$ cat src/rlmu_pkg.sv
// shared types and constants for the ring lattice metropolis update block
`default_nettype none
package rlmu_pkg;
	localparam int unsigned KC_BITS = 24;
	localparam int unsigned SS_BITS = 16;
	localparam int unsigned RND_BITS = 16;
	localparam int unsigned WIND_BITS = 7;
	localparam logic [1:0] REG_KINETIC = 2'd0;
	localparam logic [1:0] REG_STEP = 2'd1;

	typedef enum logic [3:0] {
		ST_IDLE,
		ST_RD_OLD,
		ST_RD_PN,
		ST_RD_MN,
		ST_GAPS,
		ST_SQ,
		ST_SUM,
		ST_MUL,
		ST_DECIDE,
		ST_OUT
	} exec_state_t;

	// exp(-k/32) table in 32 fraction bits, one-to-one with the recursion T[k]
	function automatic logic [32:0] exp_entry(input logic [11:0] k);
		logic [32:0] t;
		logic [65:0] p;
		t = 33'h1_0000_0000;
		for (int i = 0; i < 4096; i++) begin
			if (i < int'(k)) begin
				p = 66'(t) * 66'd4162825044 + 66'h8000_0000;
				t = p[64:32];
			end
		end
		return t;
	endfunction
endpackage
`default_nettype wire

$ cat src/rlmu_front.sv
// input side: takes items and queues them for the execution side
`default_nettype none
module rlmu_front import rlmu_pkg::*; #(
	parameter int unsigned W = 38
) (
	input  wire logic         clk,
	input  wire logic         arst_n,
	input  wire logic         in_valid,
	output logic              in_ready,
	input  wire logic [W-1:0] in_data,
	output logic              q_valid,
	input  wire logic         q_ready,
	output logic [W-1:0]      q_data
);
	// two entry queue
	logic [W-1:0] ent_q [2];
	logic         rd_q, wr_q;
	logic [1:0]   cnt_q;
	logic         push, pop;
	assign in_ready = (cnt_q != 2'd2);
	assign q_valid  = (cnt_q != 2'd0);
	assign q_data   = ent_q[rd_q];
	assign push     = in_valid && in_ready;
	assign pop      = q_valid && q_ready;
	always_ff @(posedge clk or negedge arst_n) begin
		if (!arst_n) begin
			rd_q <= 1'b0;
			wr_q <= 1'b0;
			cnt_q <= 2'd0;
		end else begin
			if (push) wr_q <= ~wr_q;
			if (pop) rd_q <= ~rd_q;
			cnt_q <= cnt_q + 2'(push) - 2'(pop);
		end
	end
	always_ff @(posedge clk) begin
		if (push) ent_q[wr_q] <= in_data;
	end
endmodule
`default_nettype wire

$ cat config.mk
export PLATFORM = sky130hd
export DESIGN_NAME = rlmu_front
export DESIGN_NICKNAME = d
export VERILOG_FILES = /design/src/rlmu_pkg.sv /design/src/rlmu_front.sv
export SDC_FILE = /design/constraint.sdc
export NUM_CORES = 1
export LEC_CHECK = 0
export ABC_AREA = 1
export BUFFER_PORTS_ARGS = -buffer_cell sky130_fd_sc_hd__buf_2
export CORE_UTILIZATION = 50
export DETAILED_ROUTE_END_ITERATION = 10
export GPL_TIMING_DRIVEN = 0
export PLACE_DENSITY_LB_ADDON = 0.05
export SETUP_SLACK_MARGIN = 0.02
export SLEW_MARGIN = 20
export SYNTH_ARGS = -nofsm -noshare
export SYNTH_HDL_FRONTEND = slang
export SYNTH_SLANG_ARGS = --single-unit
$ cat constraint.sdc
create_clock -name clk -period 6.1 [get_ports clk]
set_input_delay 0.305 -clock clk [delete_from_list [all_inputs] [get_ports clk]]
set_output_delay 0.305 -clock clk [all_outputs]
set_load 0.01 [all_outputs]
==> results.toml <==
[status]
outcome = "completed"

[hold_path]
whs_path_depth = 1
min_from = "in_data[4]"
hold_path_class = "input port to flop"
holdPathEnd = "ent_q[0][4]"

[global_routing]
antenna_found_initial = 0
grt_use_total = 0.1678
grt_first_pass_wirelength_um = 7493
grt_pass1_vias = 1711
grt_max_degree = 23
grt_overflow = 0

[finish]
multi_input_area_um2 = 528.0
layout_common_cells = "127 x nand2_1, 85 x buf_2, 76 x edfxtp_1, 9 x clkbuf_8, 7 x inv_1"
final-seq-area_um2 = 2382
areaGrowthSynthToFinish_pct = 24.21
fillers = 436
drive_gt1_frac = 0.3242
layout_commonest_cell = "nand2_1"
diodes = 0
final_nets = 369
final_cells = 402
fin_util = 0.6576
final_area_um2 = 3710

[place]
dp.cells = 385
numPortBuffers = 81
placed_cell_area_um2 = 3545
dp_slack_ns = 4.430
dp_hpwl_um = 3202
gp_congestion = 0.7666

[pwr]
comb_power_share = 0.357
power.density_nw_per_um2 = 456.6
p_switching_mw = 0.5763
p_leak_nw = 1.666
p_sw_frac = 0.3403
peakVddDrop_uv = 233.4
p_clk_frac = 0.182
internal_power_mw = 1.117
total_power_mw = 1.694
pwr-share-seq = 0.462

[timing]
rsz0062_at_grt = "no"
finalHoldViolCount = 0
clock-skew-final_ns = 0.002816
setup_viol = 0
fin_crit_sh = 0.2848
setup-tns-final_ns = 0
layout_min_cycle_time_ns = 1.737
finalMaxSlewViolations = 0
tightestPinTransition_ns = 0.5812
setup_slack_ns = 4.363
max_slew_margin = 0.6116
holdWs_ns = 0.1557
fmax_ghz = 0.5757

[detailed_routing]
topRoutingLayerUsed = "met4"
vias = 1834
drc = 0
drtIter0Drc = 79
drt_pass1_iterations = 4
dr_wl_met2_um = 2419
wl_met3_um = 236
wl_um = 4806
via_per_inst = 4.562
met1_length_um = 2033
wl_per_cell_um = 11.96
drt.antenna.violating_nets = 0

[floorplan]
die_x_um = 79.29
die_h_um = 79.29
row_count = 27
start_util = 0.5294
dieArea_um2 = 6286
io_pins = 82
core_um2 = 5642

[critical_path]
ff2ff_path_depth = 4
r2r-end = "ent_q[1][20]"
worstSetupPathType = "flop to output port"
r2r_slack_ns = 4.44
cp.required_ns = 5.79
crit_path_max_fanout = 10
cp.arrival_ns = 1.43
endpoint_kind = "output port"
cp-start-kind = "flop"
r2r-start = "cnt_q[1]"

[clock_network]
cts_tree = "done"
clock_sinks = 80
htree_levels = 3
clkSlewWorstSetupHoldPaths_ns = 0.07
postCtsSetupBuffers = 0
ctsResizeCount = 0
cts_buffers = 9
cts_max_path_buffers = 2
cts_root_buf = "clkbuf_8"
clk-insertion-delay-late_ns = 0.33

[flow_run]
max_cap_viol_count = 0

[yosys]
synth_top_area_frac = 0.7641
yosys_warnings = 0
yosysTopAreaCell = "edfxtp_1"
syn-cell-area_um2 = 2987
syn_nets = 274
ys_ff_latch = 80
synth.distinct_cells = 10
syn_area_per_cell_um2 = 12.99
synthTopCellsByArea = "edfxtp_1 76%, nand2_1 16%, dfrtp_1 3.4%"
postSynthCellCount = 230
ys_seq_area_frac = 0.7977
## sequential cells by signal, indices dropped and copies added, names as in the netlist
name,flops
rd_q,1
cnt_q,2
ent_q,76
wr_q,1
## synthesized netlist by cell type
cell type,instances
edfxtp_1,76
nor2_1,1
ha_1,2
inv_1,8
nand2_1,127
nand3_1,3
buf_4,4
buf_2,4
inv_2,1
dfrtp_1,4
## cell families (layout without fill, tap and decap cells)
family,Yosys count,in the layout,synth area share
adders and majority gates,2,2,0.008377
buffers and inverters,17,117,0.02807
DFF,80,80,0.7977
and+or+nand+nor,131,131,0.1659
## worst max-delay path by stage
stage               slack, ns           end  depth (start not counted)  startpoint
floorplan                3.44   ent_q[1][0]                          3    cnt_q[1]
global placement         2.59  ent_q[1][21]                          3    cnt_q[1]
detailed placement       4.43  ent_q[1][21]                          4    cnt_q[1]
CTS                      4.32    q_data[36]                          6        rd_q
global route             4.24    q_data[29]                          6        rd_q
finish                   4.36    q_data[36]                          6        rd_q
## per-layer routing
layer  up-vias  global-route usage
met5         -                   0
met4         0              0.1145
met3        10             0.04138
met2        56              0.2802
met1       817              0.1896
li1        951                   -
## repair_timing
| item | in CTS | in global routing |
|---|---|---|
| hold buffers | 1 | 0 |
| setup endpoints to repair | 0 | 0 |
| hold endpoints to repair | 4 | 0 |
## critical path, stage by stage, from the launching register on
cell	delay, ns
dfrtp_1	0.42
inv_2	0.07
buf_4	0.17
buf_4	0.18
nand2_1	0.06
nand2_1	0.06
buf_2	0.13
## area by class of cell
type | count | area share
Buffer | 8 | 0.01349
Clock buffer | 11 | 0.03541
Clock inverter | 5 | 0.006408
Inverter | 9 | 0.009106
Multi-Input combinational cell | 133 | 0.1423
Sequential cell | 80 | 0.6422
Tap cell | 72 | 0.02428
Timing Repair Buffer | 84 | 0.1268
## power by group through the flow
| stage | sequential, mW | combinational [mW] | clock [mW] |
|---|---|---|---|
| floorplan | 0.791 | 0.357 | 0 |
| global placement | 0.799 | 0.574 | 0 |
| detailed placement | 0.793 | 0.614 | 0 |
| CTS | 0.782 | 0.617 | 0.318 |
| global route | 0.792 | 0.678 | 0.335 |
| finish | 0.782 | 0.604 | 0.308 |
(Power assumes the default switching activity.)
